<file path="src/pls_pkg.sv">
// Shared types and constants for the positional list store.
`timescale 1ns / 1ps
`default_nettype none

package pls_pkg;

    // List depth; the cell row and all counters follow from it.
    localparam int CAPACITY  = 16;
    localparam int IDX_W     = $clog2(CAPACITY);
    localparam int LEN_W     = $clog2(CAPACITY + 1);
    localparam int POS_W     = 8;
    localparam int LEN_OUT_W = 5;
    localparam int DATA_W    = 32;
    localparam int CMP_W     = ((LEN_W > POS_W) ? LEN_W : POS_W) + 1;

    // Command codes
    localparam logic [2:0] CMD_INS_FRONT = 3'd0;
    localparam logic [2:0] CMD_INS_POS   = 3'd1;
    localparam logic [2:0] CMD_INS_BACK  = 3'd2;
    localparam logic [2:0] CMD_DEL_FRONT = 3'd3;
    localparam logic [2:0] CMD_DEL_POS   = 3'd4;
    localparam logic [2:0] CMD_DEL_BACK  = 3'd5;
    localparam logic [2:0] CMD_DISPLAY   = 3'd6;

    // Status codes
    localparam logic [2:0] ST_OK     = 3'd0;
    localparam logic [2:0] ST_EMPTY  = 3'd1;
    localparam logic [2:0] ST_BADPOS = 3'd2;
    localparam logic [2:0] ST_FULL   = 3'd3;
    localparam logic [2:0] ST_SHOWN  = 3'd4;

    typedef struct packed {
        logic [2:0]               command;
        logic signed [DATA_W-1:0] value;
        logic [POS_W-1:0]         position;
    } t_cmd;

    typedef struct packed {
        logic [2:0]               status;
        logic signed [DATA_W-1:0] element;
        logic [LEN_OUT_W-1:0]     length_now;
        logic                     last;
    } t_result;

    // What the cell row does at each clock edge
    typedef enum logic [1:0] {
        K_HOLD   = 2'd0,
        K_INSERT = 2'd1,
        K_DELETE = 2'd2,
        K_ROTATE = 2'd3
    } t_kind;

    typedef struct packed {
        t_kind                    kind;
        logic [IDX_W-1:0]         pos;
        logic [IDX_W-1:0]         len_m1;
        logic signed [DATA_W-1:0] value;
    } t_bcast;

endpackage

`default_nettype wire

</file>
<file path="src/pls_cell.sv">
// One storage cell of the list row: holds one entry and takes a neighbor's entry when the row shifts.
`timescale 1ns / 1ps
`default_nettype none

module pls_cell (
    input  wire logic                             i_clk,
    input  wire logic [pls_pkg::IDX_W-1:0]        i_index,
    input  wire pls_pkg::t_bcast                  i_bcast,
    input  wire logic signed [pls_pkg::DATA_W-1:0] i_left,
    input  wire logic signed [pls_pkg::DATA_W-1:0] i_right,
    input  wire logic signed [pls_pkg::DATA_W-1:0] i_head,
    output logic signed [pls_pkg::DATA_W-1:0]      o_data
);
    import pls_pkg::*;

    logic signed [DATA_W-1:0] r_data;
    logic signed [DATA_W-1:0] n_data;

    always_comb begin
        n_data = r_data;
        case (i_bcast.kind)
            K_INSERT: begin
                if (i_index == i_bcast.pos) begin
                    n_data = i_bcast.value;
                end else if (i_index > i_bcast.pos) begin
                    n_data = i_left;
                end
            end
            K_DELETE: begin
                if (i_index >= i_bcast.pos) begin
                    n_data = i_right;
                end
            end
            K_ROTATE: begin
                // the last live cell takes the front entry back
                if (i_index == i_bcast.len_m1) begin
                    n_data = i_head;
                end else if (i_index < i_bcast.len_m1) begin
                    n_data = i_right;
                end
            end
            default: begin
                n_data = r_data;
            end
        endcase
    end

    always_ff @(posedge i_clk) begin
        r_data <= n_data;
    end

    assign o_data = r_data;

endmodule

`default_nettype wire

</file>
<file path="src/positional_list_store_top.sv">
// Top level of the positional list store: command decode and the row of cells.
// Insert and delete: result strobe in the cycle after the transfer; one command per cycle unless busy.
// Display of n elements: first result from the strobe register after the state enters S_SHOW,
//   one per cycle after, busy high while the cell row rotates the list past the front cell.
// Display of an empty list answers like insert and delete, one result in the cycle after.
// Reset (synchronous, active low) empties the list and idles the block; the receiver
//   cannot stall, so every result is shown for exactly one cycle.
`timescale 1ns / 1ps
`default_nettype none

module positional_list_store_top (
    input  wire logic           i_clk,
    input  wire logic           i_rst_n,
    input  wire logic           start,
    input  wire pls_pkg::t_cmd  i_cmd,
    output logic                busy,
    output logic                o_strobe,
    output pls_pkg::t_result    o_result
);
    import pls_pkg::*;

    typedef enum logic {
        S_IDLE = 1'b0,
        S_SHOW = 1'b1
    } t_state;

    t_state           r_state, n_state;
    logic [LEN_W-1:0] r_len, n_len;
    logic [LEN_W-1:0] r_cnt, n_cnt;
    logic             r_strobe, n_strobe;
    t_result          r_res, n_res;

    t_bcast           bcast;
    logic [CMP_W-1:0] len_ext;
    logic [CMP_W-1:0] ins_pos;
    logic [CMP_W-1:0] del_pos;
    logic             is_ins;
    logic             is_del;
    logic             show_last;

    // cell row wiring: cell_data[CAPACITY] feeds the last cell's right side
    logic signed [DATA_W-1:0] cell_data [CAPACITY+1];

    assign cell_data[CAPACITY] = '0;

    for (genvar gi = 0; gi < CAPACITY; gi++) begin : g_cell
        logic signed [DATA_W-1:0] left_in;
        if (gi == 0) begin : g_first
            assign left_in = '0;
        end else begin : g_rest
            assign left_in = cell_data[gi-1];
        end
        pls_cell u_cell (
            .i_clk   (i_clk),
            .i_index (IDX_W'(gi)),
            .i_bcast (bcast),
            .i_left  (left_in),
            .i_right (cell_data[gi+1]),
            .i_head  (cell_data[0]),
            .o_data  (cell_data[gi])
        );
    end

    assign len_ext   = CMP_W'(r_len);
    assign show_last = (LEN_W'(r_cnt + 1'b1) == r_len);

    // Pick the target position for each command
    always_comb begin
        is_ins  = 1'b0;
        is_del  = 1'b0;
        ins_pos = '0;
        del_pos = '0;
        case (i_cmd.command)
            CMD_INS_FRONT: begin
                is_ins = 1'b1;
            end
            CMD_INS_POS: begin
                is_ins  = 1'b1;
                ins_pos = CMP_W'(i_cmd.position);
            end
            CMD_INS_BACK: begin
                is_ins  = 1'b1;
                ins_pos = len_ext;
            end
            CMD_DEL_FRONT: begin
                is_del = 1'b1;
            end
            CMD_DEL_POS: begin
                is_del  = 1'b1;
                del_pos = CMP_W'(i_cmd.position);
            end
            CMD_DEL_BACK: begin
                is_del  = 1'b1;
                del_pos = len_ext - 1'b1;
            end
            default: begin
                is_ins = 1'b0;
            end
        endcase
    end

    always_comb begin
        n_state  = r_state;
        n_len    = r_len;
        n_cnt    = r_cnt;
        n_strobe = 1'b0;
        n_res    = r_res;

        bcast.kind   = K_HOLD;
        bcast.pos    = '0;
        bcast.len_m1 = IDX_W'(r_len - 1'b1);
        bcast.value  = i_cmd.value;

        case (r_state)
            S_IDLE: begin
                if (start) begin
                    n_strobe       = 1'b1;
                    n_res.status   = ST_OK;
                    n_res.element  = '0;
                    n_res.last     = 1'b1;
                    if (is_ins) begin
                        // full is checked before the position
                        if (r_len == LEN_W'(CAPACITY)) begin
                            n_res.status = ST_FULL;
                        end else if (ins_pos > len_ext) begin
                            n_res.status = ST_BADPOS;
                        end else begin
                            bcast.kind = K_INSERT;
                            bcast.pos  = IDX_W'(ins_pos);
                            n_len      = r_len + 1'b1;
                        end
                    end else if (is_del) begin
                        if (r_len == '0) begin
                            n_res.status = ST_EMPTY;
                        end else if (del_pos >= len_ext) begin
                            n_res.status = ST_BADPOS;
                        end else begin
                            bcast.kind = K_DELETE;
                            bcast.pos  = IDX_W'(del_pos);
                            n_len      = r_len - 1'b1;
                        end
                    end else if (i_cmd.command == CMD_DISPLAY) begin
                        if (r_len == '0) begin
                            n_res.status = ST_EMPTY;
                        end else begin
                            // results come from the show state
                            n_strobe = 1'b0;
                            n_state  = S_SHOW;
                            n_cnt    = '0;
                        end
                    end
                    n_res.length_now = LEN_OUT_W'(n_len);
                end
            end
            S_SHOW: begin
                // emit the front cell, rotate the live part of the row
                bcast.kind       = K_ROTATE;
                n_strobe         = 1'b1;
                n_res.status     = ST_SHOWN;
                n_res.element    = cell_data[0];
                n_res.length_now = LEN_OUT_W'(r_len);
                n_res.last       = show_last;
                if (show_last) begin
                    n_state = S_IDLE;
                end else begin
                    n_cnt = r_cnt + 1'b1;
                end
            end
            default: begin
                n_state = S_IDLE;
            end
        endcase
    end

    always_ff @(posedge i_clk) begin
        if (!i_rst_n) begin
            r_state  <= S_IDLE;
            r_len    <= '0;
            r_cnt    <= '0;
            r_strobe <= 1'b0;
        end else begin
            r_state  <= n_state;
            r_len    <= n_len;
            r_cnt    <= n_cnt;
            r_strobe <= n_strobe;
        end
        r_res <= n_res;
    end

    assign busy     = (r_state == S_SHOW);
    assign o_strobe = r_strobe;
    assign o_result = r_res;

`ifndef SYNTH
    a_len_bound: assert property (@(posedge i_clk) disable iff (!i_rst_n)
        r_len <= LEN_W'(CAPACITY))
        else $error("list length above capacity");

    a_single_result: assert property (@(posedge i_clk) disable iff (!i_rst_n)
        (start && !busy && i_cmd.command != CMD_DISPLAY) |=> (o_strobe && o_result.last))
        else $error("non-display command did not give one final result");

    a_show_count: assert property (@(posedge i_clk) disable iff (!i_rst_n)
        (r_state == S_SHOW) |-> (r_len != '0 && r_cnt < r_len))
        else $error("display counter outside the list");

    a_show_len_stable: assert property (@(posedge i_clk) disable iff (!i_rst_n)
        (r_state == S_SHOW) |=> $stable(r_len))
        else $error("length changed during display");

    a_shown_from_show: assert property (@(posedge i_clk) disable iff (!i_rst_n)
        (o_strobe && o_result.status == ST_SHOWN) |-> $past(r_state == S_SHOW))
        else $error("element shown outside display");
`endif

endmodule

`default_nettype wire
</file>
<file path="config.mk">
export PLATFORM = sky130hd
export DESIGN_NAME = positional_list_store_top
export DESIGN_NICKNAME = d
export VERILOG_FILES = /design/src/pls_pkg.sv /design/src/pls_cell.sv /design/src/positional_list_store_top.sv
export SDC_FILE = /design/constraint.sdc
export NUM_CORES = 2
export LEC_CHECK = 0
export BUFFER_PORTS_ARGS = -buffer_cell sky130_fd_sc_hd__buf_2
export CORE_ASPECT_RATIO = 0.7
export CORE_MARGIN = 3
export CORE_UTILIZATION = 36
export DETAILED_ROUTE_END_ITERATION = 6
export PLACE_DENSITY = 0.52
export SLEW_MARGIN = 20
export SYNTH_ARGS = -nofsm -noshare
export SYNTH_HDL_FRONTEND = slang
export SYNTH_SLANG_ARGS = --single-unit
</file>
<file path="constraint.sdc">
create_clock -name i_clk -period 11.9 [get_ports i_clk]
set_clock_uncertainty 0.05 [all_clocks]
set_input_delay 1.19 -clock i_clk [delete_from_list [all_inputs] [get_ports i_clk]]
set_output_delay 1.19 -clock i_clk [all_outputs]
set_load 0.03 [all_outputs]
</file>
==> metrics.md <==
| Metric | Value |
|---|---|
| Cell Rows | between 80 and 90 |
| Root Driver | clkbuf_16 |
| First-pass DRT Iterations | 7 |
| Worst-path fanout max | 33 |
| Max frequency | 0.165 GHz |
| Initial Util | 0.367 |
| First-pass GRT wire length | about 170000 µm |
| CP endpoint kind | register |
| Worst endpoint required time | 12.13 ns |
| Nets@finish | approximately 2700 |
| Critical path type | reg2reg |
| Reg clk slew, reported paths | about 0.060 ns |
| Die area | between 0.09 and 0.1 mm² |
| Post-CTS Setup Bufs | 0 |
| Worst-Skew Late Latency | approximately 0.66 ns |
| Sequential share of power | 0.504 |
| Maximum vdd ir drop | approximately 0.00010 V |
| Minimum clock period | ~6 ns |
| Via density | roughly 6.6 |
| Antenna Nets Post-Route | 0 |
| Input/output buffers | 88 |
| Worst hold path type | reg2reg |
| Initial DRC count | roughly 3300 |
| Max_slew headroom | 0.156 |
| Seq/Total Area, Yosys | 0.539 |
| Async SR Flop Fraction | 0 |
| H-tree Lvls | 2 |
| Tcrit/Tclk final | 0.508 |
| Syn Inst Count | approximately 2800 |
| Remaining global-route overflow | 0 |
| Average wire per standard cell | about 31 µm |
| TNS Setup | 0 ns |
| Syn avg cell area | between 10 and 15 µm² |
| Layout area overhead | 9.78% |
| Cell-internal power | 3.68 mW |
| Net Sw Frac | 0.292 |
| Initial antenna violation count | 7 |
| Synthesized area | about 0.031 mm² |
| Clock sink count | 565 |
| Area after DPL | approximately 0.032 mm² |
| Slew @ Worst Pin | ~1.3 ns |
| CTS resizes | 0 |
| CTS max path bufs | 3 |
| Fin area | between 0.03 and 0.04 mm² |
| Share of layout cells above drive strength 1 | 0.119 |
| Yosys cell types | 72 |
| RePlAce Congestion | between 0.8 and 0.9 |
| YS warnings | 0 |
| Vias in the first global route | about 24000 |
| Power Dens Cells | about 150 mW/mm² |
| Number of synthesized flops with an enable pin | roughly 550 |
| Overall routing resource usage | 0.255 |
| Hold Buf Count CTS | 0 |
| Status | completed |
| Final hold violations | 0 |
| Critical path launch point type | register |
| Vert. Die Dim | between 200 and 300 µm |
| Final number of setup-violating endpoints | 0 |
| Final WS setup | 5.86 ns |
| Core Region | approximately 0.085 mm² |
| Total power | approximately 5.2 mW |
| Final WL | 118000 µm |
| Dpl ws | around 5.5 ns |
| CTS tree | yes |
| Yosys reg bits | ~570 |
| Routed vias | approximately 25000 |
| Gate power share | 0.153 |
| Post-synth net total | around 2800 |
| Psw | roughly 1.5 mW |
| Main synth FF type | edfxtp_1 |
| DR DRC count | 0 |
| DPL Wire Length | about 68000 µm |
| Max_cap viols | 0 |
| Clock buffer count from CTS | 58 |
| Die Wd | about 360 µm |
| RSZ-0062 raised after global routing | no |
| WP data arrival | between 6 and 7 ns |
| Maximum number of pins on one net before global-route repair | about 130 |
| Ports | 89 |
| Pins Over Slew Limit | 0 |
| Static leakage | 10.8 nW |
| Clock share of power | 0.343 |
==> cells by family (layout without fill, tap and decap cells) <==
logic type               Yosys count  count (layout)  synth area share
flip-flops                       565             565             0.539
buffers and inverters            359             262            0.0507
AO/OA/AOI/OAI                   1042            1042             0.231
multiplexers                     257             257            0.0824
adder cells (fa/ha/maj)           16              16           0.00641
XOR/XNOR                          16              16           0.00497
AND/OR/NAND/NOR                  498             498            0.0847
other                              0               3                 0
==> per-layer routing <==
| layer | vias to the layer above | wire length (µm) | track usage |
|---|---|---|---|
| met1 | 12800 | 52300 | 0.377 |
| li1 | 10600 | - | - |
| met5 | - | 230 | 0.0116 |
| met4 | 8 | 2690 | 0.0597 |
| met3 | 191 | 15700 | 0.0980 |
| met2 | 1585 | 47100 | 0.347 |
==> flip-flops by register name (all words and copies together) (netlist names) <==
name and count:
busy 1, r_cnt 5, o_result 41, r_len 5, o_strobe 1, g_cell.u_cell.o_data 512
==> path summary, 6_finish.rpt <==
kind | start | endpoint | slack [ns] | cells past startpoint
min reg2reg | r_cnt[1]$_SDFFE_PN0P_ | r_cnt[1]$_SDFFE_PN0P_ | 0.44 | 2
max reg2reg | r_len[1]$_SDFFE_PN0P_ | g_cell[14].u_cell.o_data[23]$_DFFE_PP_ | 5.86 | 15
min | r_cnt[1]$_SDFFE_PN0P_ | r_cnt[1]$_SDFFE_PN0P_ | 0.44 | 2
max | r_len[1]$_SDFFE_PN0P_ | g_cell[14].u_cell.o_data[23]$_DFFE_PP_ | 5.86 | 15
==> metrics by stage <==
stage / hold WS, ns / instances / util
floorplan: 0.408 / 2753 / -
global route: 0.473 / 3795 / 0.403
global placement: 0.422 / 3682 / 0.380
CTS: 0.448 / 3790 / 0.402
detailed placement: 0.441 / 3685 / 0.381
finish: 0.442 / 3796 / 0.403
==> critical path: stages, from the launching register on <==
cell	delay (ns)
dfxtp_1	0.64
inv_1	0.30
ha_1	0.38
xnor2_2	0.49
a211oi_2	0.22
ha_1	0.31
o21ai_0	0.06
o21ai_0	0.22
o211a_1	0.25
nor3_2	0.06
buf_4	0.22
a22oi_1	0.57
nor3_4	0.08
buf_4	0.42
o21ai_4	0.81
buf_4	0.54
==> cell type report <==
type / instances / area, µm²
fillers: 8185 / 50800
flip-flops and latches: 565 / 16800
multi-input cells: 1829 / 13200
clock buffers: 78 / 1610
well taps: 1137 / 1420
repair buffers: 147 / 988
clock inverters: 27 / 174
inverters: 10 / 37.5
diodes: 3 / 7.51
==> power by group through the flow <==
stage                     clock network [mW]  logic [mW]  registers (mW)
after CTS                               1.82       0.777            2.62
after floorplan                            0       0.513            2.61
after global placement                     0       0.754            2.65
final                                   1.78       0.795            2.62
after global routing                    1.90       0.849            2.64
after detailed placement                   0       0.775            2.66
==> Yosys cell counts, types with 14 or more instances <==
cell type,count,area share
a22o_1,35,0.0098
clkbuf_1,212,0.025
o21ai_0,125,0.020
nand2_1,113,0.014
and2_1,70,0.014
buf_6,14,0.0050
mux2i_1,257,0.082
a21oi_1,20,0.0032
buf_1,49,0.0059
o21ai_1,165,0.026
nand3_1,207,0.033
nor2_1,37,0.0044
buf_4,15,0.0036
o211ai_1,196,0.047
a22oi_1,419,0.10
ha_1,16,0.0064
a221o_1,32,0.010
buf_2,59,0.0095
edfxtp_1,553,0.53
==> layout by cell type, fill, tap and decap left out, types with 11 or more instances in the layout <==
| cell type | synthesis | final |
|---|---|---|
| a21oi_1 | 20 | 18 |
| a221o_1 | 32 | 32 |
| a22o_1 | 35 | 34 |
| a22oi_1 | 419 | 418 |
| and2_1 | 70 | 68 |
| buf_2 | 59 | 88 |
| buf_4 | 15 | 52 |
| clkbuf_1 | 212 | 13 |
| clkbuf_16 | 0 | 59 |
| clkinv_2 | 0 | 11 |
| dfxtp_1 | 12 | 11 |
| edfxtp_1 | 553 | 553 |
| ha_1 | 16 | 16 |
| mux2i_1 | 257 | 257 |
| nand2_1 | 113 | 102 |
| nand3_1 | 207 | 207 |
| nor2_1 | 37 | 29 |
| nor2b_1 | 12 | 12 |
| o211ai_1 | 196 | 196 |
| o21ai_0 | 125 | 122 |
| o21ai_1 | 165 | 162 |
No activity file was read; power rests on OpenSTA's default activity.
